## src/rtl/core/pst_pkg.sv

```systemverilog
// ----------------------------------------------------------------------------
// pst_pkg: shared types for the per-symbol trade statistics table
// Request/response structs, status codes and the divider handshake struct.
// ----------------------------------------------------------------------------
package pst_pkg;

  localparam int unsigned KEY_W   = 64;
  localparam int unsigned TIME_W  = 48;
  localparam int unsigned QTY_W   = 24;
  localparam int unsigned PRICE_W = 24;
  localparam int unsigned VOL_W   = 40;
  localparam int unsigned VAL_W   = 64;
  localparam int unsigned PROD_W  = 48;

  typedef enum logic [0:0] {
    REQ_TRADE = 1'b0,
    REQ_QUERY = 1'b1
  } req_type_t;

  typedef enum logic [1:0] {
    ST_OK        = 2'd0,
    ST_FULL      = 2'd1,
    ST_NOT_FOUND = 2'd2
  } status_t;

  typedef struct packed {
    logic [0:0]         req_type;
    logic [KEY_W-1:0]   symbol_code;
    logic [TIME_W-1:0]  trade_time;
    logic [QTY_W-1:0]   trade_quantity;
    logic [PRICE_W-1:0] trade_price;
  } in_item_t;

  typedef struct packed {
    logic [1:0]         status;
    logic [TIME_W-1:0]  largest_gap;
    logic [VOL_W-1:0]   volume_total;
    logic [PRICE_W-1:0] average_price;
    logic [PRICE_W-1:0] highest_price;
  } out_item_t;

  // one stored entry (key kept in its own memory)
  typedef struct packed {
    logic [TIME_W-1:0]  last_time;
    logic [TIME_W-1:0]  gap_max;
    logic [VOL_W-1:0]   volume_sum;
    logic [VAL_W-1:0]   value_sum;
    logic [PRICE_W-1:0] price_max;
  } entry_t;

  typedef struct packed {
    logic             start;
    logic [VAL_W-1:0] dividend;
    logic [VOL_W-1:0] divisor;
  } div_req_t;

  typedef struct packed {
    logic               done;
    logic [PRICE_W-1:0] quotient;
  } div_rsp_t;

endpackage

```

## src/rtl/core/pst_divider.sv

```systemverilog
// ----------------------------------------------------------------------------
// pst_divider: radix-2 restoring divider, 64 / 40 bits
// One quotient bit per cycle; result saturated to 24 bits.
// ----------------------------------------------------------------------------
module pst_divider
  import pst_pkg::*;
(
  input  logic     clk,
  input  logic     rst_n,
  input  div_req_t req,
  output div_rsp_t rsp
);

  logic [VAL_W-1:0]   quo_r, quo_nxt;
  logic [VOL_W:0]     rem_r, rem_nxt;
  logic [VOL_W-1:0]   dvs_r, dvs_nxt;
  logic [6:0]         cnt_r, cnt_nxt;
  logic               busy_r, busy_nxt;
  logic               done_r, done_nxt;
  logic [VOL_W:0]     trial;
  logic [VOL_W+1:0]   diff;

  always_comb begin
    quo_nxt  = quo_r;
    rem_nxt  = rem_r;
    dvs_nxt  = dvs_r;
    cnt_nxt  = cnt_r;
    busy_nxt = busy_r;
    done_nxt = 1'b0;
    trial    = {rem_r[VOL_W-1:0], quo_r[VAL_W-1]};
    diff     = {1'b0, trial} - {2'b00, dvs_r};
    if (req.start) begin
      quo_nxt  = req.dividend;
      rem_nxt  = '0;
      dvs_nxt  = req.divisor;
      cnt_nxt  = 7'(VAL_W);
      busy_nxt = 1'b1;
    end else if (busy_r) begin
      // remainder stays below divisor, so trial fits VOL_W+1 bits
      if (!diff[VOL_W+1]) begin
        rem_nxt = diff[VOL_W:0];
        quo_nxt = {quo_r[VAL_W-2:0], 1'b1};
      end else begin
        rem_nxt = trial;
        quo_nxt = {quo_r[VAL_W-2:0], 1'b0};
      end
      cnt_nxt = cnt_r - 7'd1;
      if (cnt_r == 7'd1) begin
        busy_nxt = 1'b0;
        done_nxt = 1'b1;
      end
    end
  end

  always_ff @(posedge clk) begin
    if (!rst_n) begin
      busy_r <= 1'b0;
      done_r <= 1'b0;
      cnt_r  <= '0;
    end else begin
      busy_r <= busy_nxt;
      done_r <= done_nxt;
      cnt_r  <= cnt_nxt;
    end
    quo_r <= quo_nxt;
    rem_r <= rem_nxt;
    dvs_r <= dvs_nxt;
  end

  assign rsp.done     = done_r;
  assign rsp.quotient = (quo_r[VAL_W-1:PRICE_W] != '0) ? '1 : quo_r[PRICE_W-1:0];

endmodule

```

## config.mk

```make
export PLATFORM = sky130hd
export DESIGN_NAME = pst_divider
export DESIGN_NICKNAME = d
export VERILOG_FILES = /design/src/rtl/core/pst_pkg.sv /design/src/rtl/core/pst_divider.sv
export SDC_FILE = /design/constraint.sdc
export NUM_CORES = 1
export LEC_CHECK = 0
export BUFFER_PORTS_ARGS = -buffer_cell sky130_fd_sc_hd__buf_4
export CAP_MARGIN = 20
export CORE_MARGIN = 2
export CORE_UTILIZATION = 40
export DETAILED_ROUTE_END_ITERATION = 8
export PLACE_DENSITY = 0.66
export SYNTH_ARGS = -nofsm -noshare
export SYNTH_HDL_FRONTEND = slang
export SYNTH_SLANG_ARGS = --single-unit
```

## constraint.sdc

```tcl
create_clock -name clk -period 3.35 [get_ports clk]
set_clock_uncertainty 0.1 [all_clocks]
set_input_delay 0.335 -clock clk [delete_from_list [all_inputs] [get_ports clk]]
set_output_delay 0.335 -clock clk [all_outputs]
set_load 0.05 [all_outputs]
```

# Yosys cells after proc, flatten, opt, wreduce, memory -nomap -nowiden
# Cells that the tools add are included.
[classes]
n_eq_ne = 1
bitwise_logic = 2
n_reduce_logical = 4
n_addsub = 2
n_mux = 11
[ops]
columns = ["op", "count"]
rows = [
  ["2-to-1 mux 64 bit", 2],
  ["subtractor 41 x 40 -> 42 bit", 1],
  ["2-to-1 mux 40 bit", 1],
  ["nonzero test 40 bit", 1],
  ["2-to-1 mux 24 bit", 1],
  ["2-to-1 mux 7 bit", 2],
  ["== test 7 x 1 -> 1 bit (second input constant)", 1],
  ["subtractor 7 x 1 -> 7 bit (second input constant)", 1],
  ["2-to-1 mux 1 bit", 5],
  ["OR reduction 3 bit", 1],
  ["NOT 1 bit", 2],
  ["nonzero test 2 bit", 1],
  ["OR reduction 2 bit", 1],
]
[totals]
reg_bits = 153
input_bits = 107
output_inout_bits = 25

# Longest topological paths before layout
# Gate-level depths: netlist (run 1).
[logic_depth]
depth_word = 4
ltp_mapped = 13
depth_no_buf = 12

# Worst setup path before layout (run 1)
# Ideal clock, no wire load.
[synth_path]
path_kind = "register to register"
startpoint = "reg dvs_r[8]"
endpoint = "reg quo_r[0], data pin"
slack_ps = 468
setup_time_ps = 260
synth_period_minus_slack_ps = 2882
path_stages_with_launch = 12
arrival_time_ps = 2522
cell_sequence = "edfxtp_1 inv_1 ha_1 buf_2 a21oi_1 o21bai_1 a2111oi_2 a21oi_2 o41ai_4 o31ai_4 buf_2 mux2_2"
[synth_between]
elab_chain_len = 4
[synth_lines]
columns = ["element", "line_no", "text"]
rows = [
  ["start, declared", "pst_divider.sv:16", "logic [VOL_W-1:0] dvs_r, dvs_nxt;"],
  ["start signal, assigned", "pst_divider.sv:67", "dvs_r <= dvs_nxt;"],
  ["subtractor 41 x 40 -> 42 bit", "pst_divider.sv:31", "diff = {1'b0, trial} - {2'b00, dvs_r};"],
  ["2-to-1 mux 1 bit", "pst_divider.sv:40", "if (!diff[VOL_W+1]) begin"],
  ["2-to-1 mux 64 bit", "pst_divider.sv:38", "end else if (busy_r) begin"],
  ["2-to-1 mux 64 bit", "pst_divider.sv:32", "if (req.start) begin"],
  ["via quo_nxt[0]", "pst_divider.sv:14", "logic [VAL_W-1:0] quo_r, quo_nxt;"],
  ["end signal, assigned", "pst_divider.sv:65", "quo_r <= quo_nxt;"],
  ["end, declared", "pst_divider.sv:14", ""],
]
# The timed path passes the listed nets, and every way through them passes these cells. The select of a mux whose other input is x is not followed.
# A chain may end at the register's enable or synchronous reset.

# Worst setup path after layout (run 1)
[layout_path]
startpoint = "reg dvs_r[11]"
endpoint = "reg rem_r[36]"
[layout_between]
elab_chain_len = 2
[layout_lines]
columns = ["element", "line_no", "text"]
rows = [
  ["subtractor 41 x 40 -> 42 bit", "pst_divider.sv:31", ""],
  ["2-to-1 mux 40 bit", "pst_divider.sv:40", ""],
  ["end signal, assigned", "pst_divider.sv:66", "rem_r <= rem_nxt;"],
  ["end, declared", "pst_divider.sv:15", "logic [VOL_W:0] rem_r, rem_nxt;"],
]
# No other way between the ends.

==> impl_metrics.json, run 1 <==
{
  "timing.fmax_mhz": 316,
  "placed_area_mm2": 0.00991,
  "worstReg2RegEnd": "rem_r[36]",
  "netlist_area_mm2": 0.00867,
  "power_frac_clock": 0.381,
  "totalNegativeSetupSlack_ns": 0,
  "crit_required_ns": 3.57,
  "htreeDepth": 4,
  "grt_max_degree": 66,
  "grt-ovfl-total": 0,
  "dr.first_iter.drc_count": 302,
  "grt_pass1_vias": 6929,
  "startpoint_type": "flip-flop",
  "clkLatencyLatePin_ns": 0.45,
  "dp_hpwl_mm": 14.3,
  "synth_edf_count": 104,
  "antenna_found_initial": 0,
  "cts_root_buf": "clkbuf_16",
  "netlist_instances": 841,
  "synth_warnings": 0,
  "drv_slew": 0,
  "reg2reg_from": "dvs_r[11]",
  "synth-seq-cells": 153,
  "io_pins": 132,
  "p_leak_nw": 4.39,
  "slew_headroom": 0.476,
  "cp.arrival_ns": 3.38,
  "cts_tree": "yes",
  "fin_area_mm2": 0.0109,
  "cts_buffer_depth": 2,
  "clk_pin_slew_ns": 0.07,
  "reg2reg_slack_ns": 0.19,
  "p_switching_mw": 1.52,
  "start_util": 0.410,
  "switching_share": 0.293,
  "setup-violations-final": 0,
  "core_area_mm2": 0.0212,
  "worstSetupPathType": "flip-flop to flip-flop",
  "synth_top_area_cell": "edfxtp_1",
  "p_int_mw": 3.67,
  "io_buffer_count": 131,
  "maxCapViolCount": 0,
  "min_period_ns": 3.16,
  "hold_end": "cnt_r[6]",
  "die_w_um": 151,
  "grt_usage": 0.181,
  "powerDensity_mw_per_mm2": 473,
  "hold_viol_final": 0,
  "antenna_cells": 0,
  "fin_total_pwr_mw": 5.18,
  "slowest_stage": "nor3_1",
  "cts.sink_count": 153,
  "ant_nets": 0,
  "wl_mm": 20.0,
  "end_kind": "flip-flop",
  "synth-async-reset-ratio": 0,
  "min_from": "rst_n",
  "yosysTopAreaCellShare": 0.360,
  "combPwrFrac": 0.177,
  "seq_area_frac_synth": 0.473,
  "ir_worst_vdd_mv": 0.281,
  "globalplace.congestion": 0.913,
  "finalCritPeriodShare": 0.944,
  "outcome": "complete, no violations",
  "syn-num-nets": 991,
  "area.growth.synth_to_final_pct": 26.3,
  "rr_worst_depth": 12,
  "p_seq_frac": 0.442,
  "layout-drive-gt1-share": 0.256,
  "critical_path.max_stage_delay_ns": 0.51,
  "row_count": 53,
  "die_h_um": 151,
  "synth_flop_cell": "edfxtp_1",
  "crit_path_frequent_cell": "nor3_1",
  "avgSynthCellArea_um2": 10.3,
  "worstPathCellList": "inv_1, ha_1, a21oi_1, nor3_1, nor3_1, a31oi_2, o31ai_1, buf_4, nor3_1, nor4_1, xor2_1, o21ai_0",
  "synth_cell_types": 59,
  "hold_class": "input pin to flip-flop",
  "cts_buffers": 17,
  "mostFrequentLayoutCells": "145 x buf_4, 104 x edfxtp_1, 84 x nand2_1",
  "rsz0062_at_grt": "false",
  "wl_per_cell_um": 15.5,
  "via_per_inst": 5.24,
  "layout.nets": 1152,
  "drc": 0,
  "ys_top_cells_by_area": "edfxtp_1 36%, dfxtp_1 11%, mux2_2 8.3%",
  "cts_setup_buffers": 0,
  "min_path_cells": 2,
  "vias": 6760,
  "crit_fanout": 7,
  "dieArea_mm2": 0.0229,
  "grt_pass1_wl_mm": 33.0,
  "tightest_slew_ns": 0.783,
  "layout_commonest_cell": "buf_4",
  "drtPass1Iterations": 4
}
[registers in the layout, indices dropped and copies added (netlist names)]
signal	flops
busy_r	1
cnt_r	7
done_r	1
dvs_r	40
quo_r	64
rem_r	40
[worst max-delay path by stage]
stage	from	endpoint	slack [ns]
final	dvs_r[11]	rem_r[36]	0.19
after global routing	dvs_r[11]	rem_r[36]	0.03
after CTS	quo_r[63]	rem_r[36]	0.11
after detailed placement	quo_r[63]	rem_r[32]	0.15
after global placement	quo_r[63]	rem_r[32]	0.19
after floorplan	dvs_r[8]	quo_r[0]	0.47
[final cells by class]
class                           count  area, µm²
Fill cell                        1919      10200
Sequential cell                   153       4110
Multi-Input combinational cell    592       4170
Inverter                           52        195
Clock inverter                     15        199
Timing Repair Buffer              186       1510
Tap cell                          275        344
Clock buffer                       17        425
[metal layers]
metal,GRT usage,wire length (µm),up-vias
li1,-,-,3406
met1,0.228,9140,3193
met2,0.296,9380,133
met3,0.0569,1180,28
met4,0.0589,336,0
met5,0,0,-
[critical path: cells and delay by family (launching register included)]
kind                     cells  cell delay [ns]
AO/OA/AOI/OAI                4             0.81
XOR/XNOR                     1             0.21
adder cells (fa/ha/maj)      1             0.32
buffers and inverters        2             0.26
AND/OR/NAND/NOR              4             0.96
flip-flops                   1             0.37
[cell usage after synthesis (all sizes together) (18+ instances only)]
cell    number
a21oi       49
mux2        64
nand2       85
dfxtp       49
inv         52
xnor2       21
o21ai       41
a311oi      22
edfxtp     104
nor3        18
ha          42
nand2b      29
clkbuf      28
nor2        65
[power by group through the flow]
stage	Combinational, mW	Sequential [mW]	Clock (mW)
after floorplan	0.632	2.30	0
after global placement	0.865	2.33	0
after detailed placement	0.873	2.33	0
after CTS	0.917	2.29	2.02
after global routing	1.03	2.31	2.09
final	0.919	2.29	1.97
[cells by family after synthesis]
| family | Yosys count | synth area share |
|---|---|---|
| fa+ha+maj | 43 | 0.0629 |
| compound gates | 195 | 0.156 |
| mux | 68 | 0.0877 |
| xor+xnor | 36 | 0.0364 |
| buf+inv | 96 | 0.0473 |
| flops | 153 | 0.473 |
| simple gates | 250 | 0.136 |
[timing repair]
action / in CTS / in global routing
endpoints found under the hold margin: 40 / 0
endpoints found under the setup margin: 0 / 11
hold buffers: 40 / 0
gates resized for setup: 0 / 3
[per-stage QoR]
stage               setup slack (ns)  std cells   util  hold slack (ns)
floorplan                      0.468        841      -            0.334
global placement               0.186       1218  0.469            0.361
detailed placement             0.151       1218  0.469            0.363
CTS                            0.106       1290  0.517           0.0154
global route                  0.0276       1290  0.518           0.0280
finish                         0.187       1290  0.518           0.0311
Note: power is estimated with default switching activity, not from simulation.
==> run 2: changes to the inputs <==
--- a/config.mk
+++ b/config.mk
@@ -11,6 +11,7 @@
 export CORE_UTILIZATION = 40
 export DETAILED_ROUTE_END_ITERATION = 8
 export PLACE_DENSITY = 0.66
+export RECOVER_POWER = 25
 export SYNTH_ARGS = -nofsm -noshare
 export SYNTH_HDL_FRONTEND = slang
 export SYNTH_SLANG_ARGS = --single-unit
==> impl_metrics.json, run 2 (same netlist as run 1, synthesis figures left out) <==
{
  "combPwrFrac": 0.177,
  "place_inst": 1218,
  "fin_cells": 1290,
  "io_pins": 132,
  "wl_per_cell_um": 15.5,
  "dieArea_mm2": 0.0229,
  "antenna_found_initial": 0,
  "cts.sink_count": 153,
  "placed_area_mm2": 0.00991,
  "cp.arrival_ns": 3.39,
  "cts_buffers": 17,
  "final_util": 0.518,
  "outcome": "complete, no violations",
  "slew_headroom": 0.469,
  "via_per_inst": 5.24,
  "switching_share": 0.293,
  "mostFrequentLayoutCells": "105 x buf_4, 104 x edfxtp_1, 84 x nand2_1",
  "drv_slew": 0,
  "regMostFlops": "quo_r",
  "start_util": 0.410,
  "clkLatencyLatePin_ns": 0.44,
  "maxCapViolCount": 0,
  "min_from": "rst_n",
  "grt-ovfl-total": 0,
  "rr_worst_depth": 12,
  "p_int_mw": 3.66,
  "cts_tree": "yes",
  "startpoint_type": "flip-flop",
  "dp_hpwl_mm": 14.3,
  "crit_required_ns": 3.57,
  "powerDensity_mw_per_mm2": 473,
  "p_leak_nw": 4.38,
  "die_w_um": 151,
  "worstReg2RegEnd": "rem_r[36]",
  "ir_worst_vdd_mv": 0.281,
  "row_count": 53,
  "hold_viol_final": 0,
  "end_kind": "flip-flop",
  "core_area_mm2": 0.0212,
  "dr.first_iter.drc_count": 305,
  "nFillCells": 1919,
  "min_path_cells": 2,
  "clk_pin_slew_ns": 0.07,
  "cts_buffer_depth": 2,
  "io_buffer_count": 131,
  "worstSetupPathType": "flip-flop to flip-flop",
  "hold_end": "cnt_r[6]",
  "setup-violations-final": 0,
  "htreeDepth": 4,
  "die_h_um": 151,
  "hold_class": "input pin to flip-flop",
  "layout_commonest_cell": "buf_4",
  "reg2reg_from": "dvs_r[11]",
  "finalCritPeriodShare": 0.946,
  "grt_usage": 0.181,
  "wl_mm": 20.0,
  "reg2reg_slack_ns": 0.18,
  "power_frac_clock": 0.381,
  "timing.fmax_mhz": 315,
  "fin_area_mm2": 0.0109,
  "totalNegativeSetupSlack_ns": 0,
  "largestRegisters": "quo_r x64, dvs_r x40, rem_r x40",
  "grt_max_degree": 66,
  "layout.nets": 1152,
  "globalplace.congestion": 0.913,
  "area.growth.synth_to_final_pct": 26.3,
  "largest_reg_flops": 64,
  "vias": 6756,
  "p_switching_mw": 1.52,
  "crit_fanout": 7,
  "grt_pass1_wl_mm": 33.0,
  "antenna_cells": 0,
  "ant_nets": 0,
  "rsz0062_at_grt": "false",
  "drtPass1Iterations": 5,
  "grt_pass1_vias": 6929,
  "min_period_ns": 3.17,
  "tightest_slew_ns": 0.793,
  "p_seq_frac": 0.442,
  "layout-drive-gt1-share": 0.256,
  "cts_root_buf": "clkbuf_16",
  "drc": 0
}
run 2: cell count changes in the layout (fill, tap and decap cells not counted):
cell | before | now
buf_4 | 145 | 105
clkbuf_4 | 0 | 40
run 2: cell type report:
cell class | instances | area, µm² | share of cell area
clock buffers | 17 | 425 | 0.0389
flip-flops and latches | 153 | 4110 | 0.375
multi-input cells | 592 | 4170 | 0.381
inverters | 52 | 195 | 0.0178
clock inverters | 15 | 199 | 0.0182
repair buffers | 186 | 1510 | 0.138
well taps | 275 | 344 | 0.0314
run 2: how the worst max path moves through the flow:
stage | start | slack (ns) | endpoint
floorplan | dvs_r[8] | 0.47 | quo_r[0]
global placement | quo_r[63] | 0.19 | rem_r[32]
detailed placement | quo_r[63] | 0.15 | rem_r[32]
CTS | quo_r[63] | 0.11 | rem_r[36]
global route | dvs_r[11] | 0.03 | rem_r[36]
finish | dvs_r[11] | 0.18 | rem_r[36]
run 2: per-layer routing:
layer  up-vias  track usage  part of all wire
li1       3406            -                 -
met5         -            0                 0
met4         0       0.0589             0.017
met2       145        0.296              0.47
met1      3176        0.228              0.45
met3        29       0.0569             0.059
run 2: worst max-delay path: stages (launching register included):
cell	delay, ns
edfxtp_1	0.37
inv_1	0.08
ha_1	0.32
a21oi_1	0.22
nor3_1	0.08
nor3_1	0.51
a31oi_2	0.23
o31ai_1	0.27
buf_4	0.18
nor3_1	0.05
nor4_1	0.32
xor2_1	0.21
o21ai_0	0.09
run 2: metrics by stage:
step	setup slack [ns]	power, mW	hold WS, ns
floorplan	0.468	2.93	0.334
global placement	0.186	3.19	0.361
detailed placement	0.151	3.21	0.363
CTS	0.106	5.23	0.0154
global route	0.0276	5.43	0.0280
finish	0.180	5.18	0.0292
run 2: power by group through the flow:
stage / Clock [mW] / Sequential (mW) / Combinational, mW
after floorplan: 0 / 2.30 / 0.632
after global placement: 0 / 2.33 / 0.865
after detailed placement: 0 / 2.33 / 0.873
after CTS: 2.02 / 2.29 / 0.917
after global routing: 2.09 / 2.31 / 1.02
final: 1.97 / 2.29 / 0.916
run 2: what timing repair did:
item                       4_1_cts  5_1_grt
hold buffers                    40        0
buffers inserted                 0        0
hold endpoints to repair        40        0
setup endpoints to repair        0       11
gates resized for setup          0        3
==> run 3: changes to the inputs <==
--- a/config.mk
+++ b/config.mk
@@ -7,7 +7,6 @@
 export LEC_CHECK = 0
 export BUFFER_PORTS_ARGS = -buffer_cell sky130_fd_sc_hd__buf_4
 export CAP_MARGIN = 20
-export CORE_MARGIN = 2
 export CORE_UTILIZATION = 40
 export DETAILED_ROUTE_END_ITERATION = 8
 export PLACE_DENSITY = 0.66
==> impl_metrics.json, run 3 (same netlist as run 1, synthesis figures left out) <==
{
  "outcome": "complete, no violations",
  "hold_class": "input pin to flip-flop",
  "cp.arrival_ns": 3.37,
  "totalNegativeSetupSlack_ns": 0,
  "grt_usage": 0.186,
  "globalplace.congestion": 0.932,
  "io_buffer_count": 131,
  "grt-ovfl-total": 0,
  "htreeDepth": 4,
  "nFillCells": 1897,
  "finalCritPeriodShare": 0.936,
  "final_util": 0.517,
  "wl_per_cell_um": 15.4,
  "largest_reg_flops": 64,
  "row_count": 53,
  "maxCapViolCount": 0,
  "ant_nets": 0,
  "slew_headroom": 0.155,
  "start_util": 0.410,
  "wl_mm": 19.8,
  "mostFrequentLayoutCells": "104 x edfxtp_1, 102 x buf_4, 84 x nand2_1",
  "area.growth.synth_to_final_pct": 26.2,
  "dp_hpwl_mm": 14.3,
  "worstSetupPathType": "flip-flop to flip-flop",
  "tightest_slew_ns": 1.27,
  "whs_ns": 0.0228,
  "timing.fmax_mhz": 319,
  "crit_required_ns": 3.59,
  "startpoint_type": "flip-flop",
  "cts.sink_count": 153,
  "die_h_um": 149,
  "clk_pin_slew_ns": 0.07,
  "drc": 0,
  "rsz0062_at_grt": "false",
  "die_w_um": 149,
  "io_pins": 132,
  "cts_tree": "yes",
  "ir_worst_vdd_mv": 0.387,
  "min_period_ns": 3.14,
  "drv_slew": 0,
  "core_area_mm2": 0.0212,
  "crit_fanout": 34,
  "p_leak_nw": 4.37,
  "antenna_found_initial": 0,
  "drtPass1Iterations": 5,
  "powerDensity_mw_per_mm2": 475,
  "setup_ws_ns": 0.213,
  "ff_latch_area_mm2": 0.00411,
  "antenna_cells": 0,
  "clkLatencyLatePin_ns": 0.44,
  "grt_pass1_vias": 6798,
  "grt_max_degree": 67,
  "layout_commonest_cell": "edfxtp_1",
  "layout.nets": 1150,
  "grt_pass1_wl_mm": 32.7,
  "setup-violations-final": 0,
  "multi_input_area_mm2": 0.00418,
  "cts_buffer_depth": 2,
  "layout-drive-gt1-share": 0.255,
  "dieArea_mm2": 0.0223,
  "regMostFlops": "quo_r",
  "via_per_inst": 5.29,
  "pre_cts_ws_ns": 0.124,
  "largestRegisters": "quo_r x64, dvs_r x40, rem_r x40",
  "end_kind": "flip-flop",
  "cts_buffers": 17,
  "hold_viol_final": 0,
  "vias": 6813,
  "dr.first_iter.drc_count": 321,
  "cts_root_buf": "clkbuf_16"
}
run 3: changes by cell type in the layout (fill, tap and decap cells not counted), sizes merged:
| cell | previous run | this run |
|---|---|---|
| clkinv | 10 | 6 |
| inv | 57 | 61 |
| buf | 106 | 103 |
| clkbuf | 57 | 58 |
run 3: layer usage:
layer | vias to the layer above | track usage | share of wire
li1 | 3406 | - | -
met1 | 3216 | 0.231 | 0.44
met2 | 167 | 0.310 | 0.48
met3 | 24 | 0.0544 | 0.060
met4 | 0 | 0.0520 | 0.011
met5 | - | 0 | 0
run 3: path summary, 6_finish.rpt:
path	start	endpoint	slack, ns	cells past startpoint
hold reg to reg	rem_r[33]	rem_r[33]	0.39	2
setup / recovery	dvs_r[34]	rem_r[21]	0.21	10
hold / removal	rst_n	cnt_r[6]	0.02	2
setup reg to reg	dvs_r[34]	rem_r[21]	0.21	10
run 3: per-stage QoR:
stage                     std cells  area (µm²)  power, mW
after floorplan                 841        8670       2.93
after global placement         1216        9900       3.19
after detailed placement       1216        9900       3.20
after CTS                      1288       10900       5.25
after global routing           1288       10900       5.43
final                          1288       10900       5.20
run 3: power breakdown:
group / internal [mW] / leakage, nW / switching (mW) / total [mW]
Combinational: 0.441 / 2.63 / 0.480 / 0.921
Clock: 1.03 / 0.303 / 0.959 / 1.99
Sequential: 2.20 / 1.44 / 0.0828 / 2.28
Total: 3.68 / 4.37 / 1.52 / 5.20
run 3: cell type report:
cell class | instances | area share
clock buffers | 17 | 0.0389
clock inverters | 15 | 0.0184
inverters | 52 | 0.0178
multi-input cells | 592 | 0.382
flip-flops and latches | 153 | 0.375
well taps | 275 | 0.0315
repair buffers | 184 | 0.136
run 3: timing repair:
| item | in CTS | in global routing |
|---|---|---|
| gates resized for setup | 0 | 4 |
| hold buffers | 40 | 0 |
| buffers inserted | 0 | 0 |
| endpoints found under the hold margin | 40 | 0 |
| setup endpoints to repair | 0 | 5 |
run 3: critical path, cell delays in order, from the launching register on:
cell,delay [ns]
edfxtp_1,0.34
inv_1,0.05
ha_1,0.38
a21o_1,0.22
a21o_1,0.17
a21oi_1,0.19
o21ai_0,0.18
a211oi_1,0.52
o31a_4,0.51
nand2_1,0.10
a311oi_1,0.29
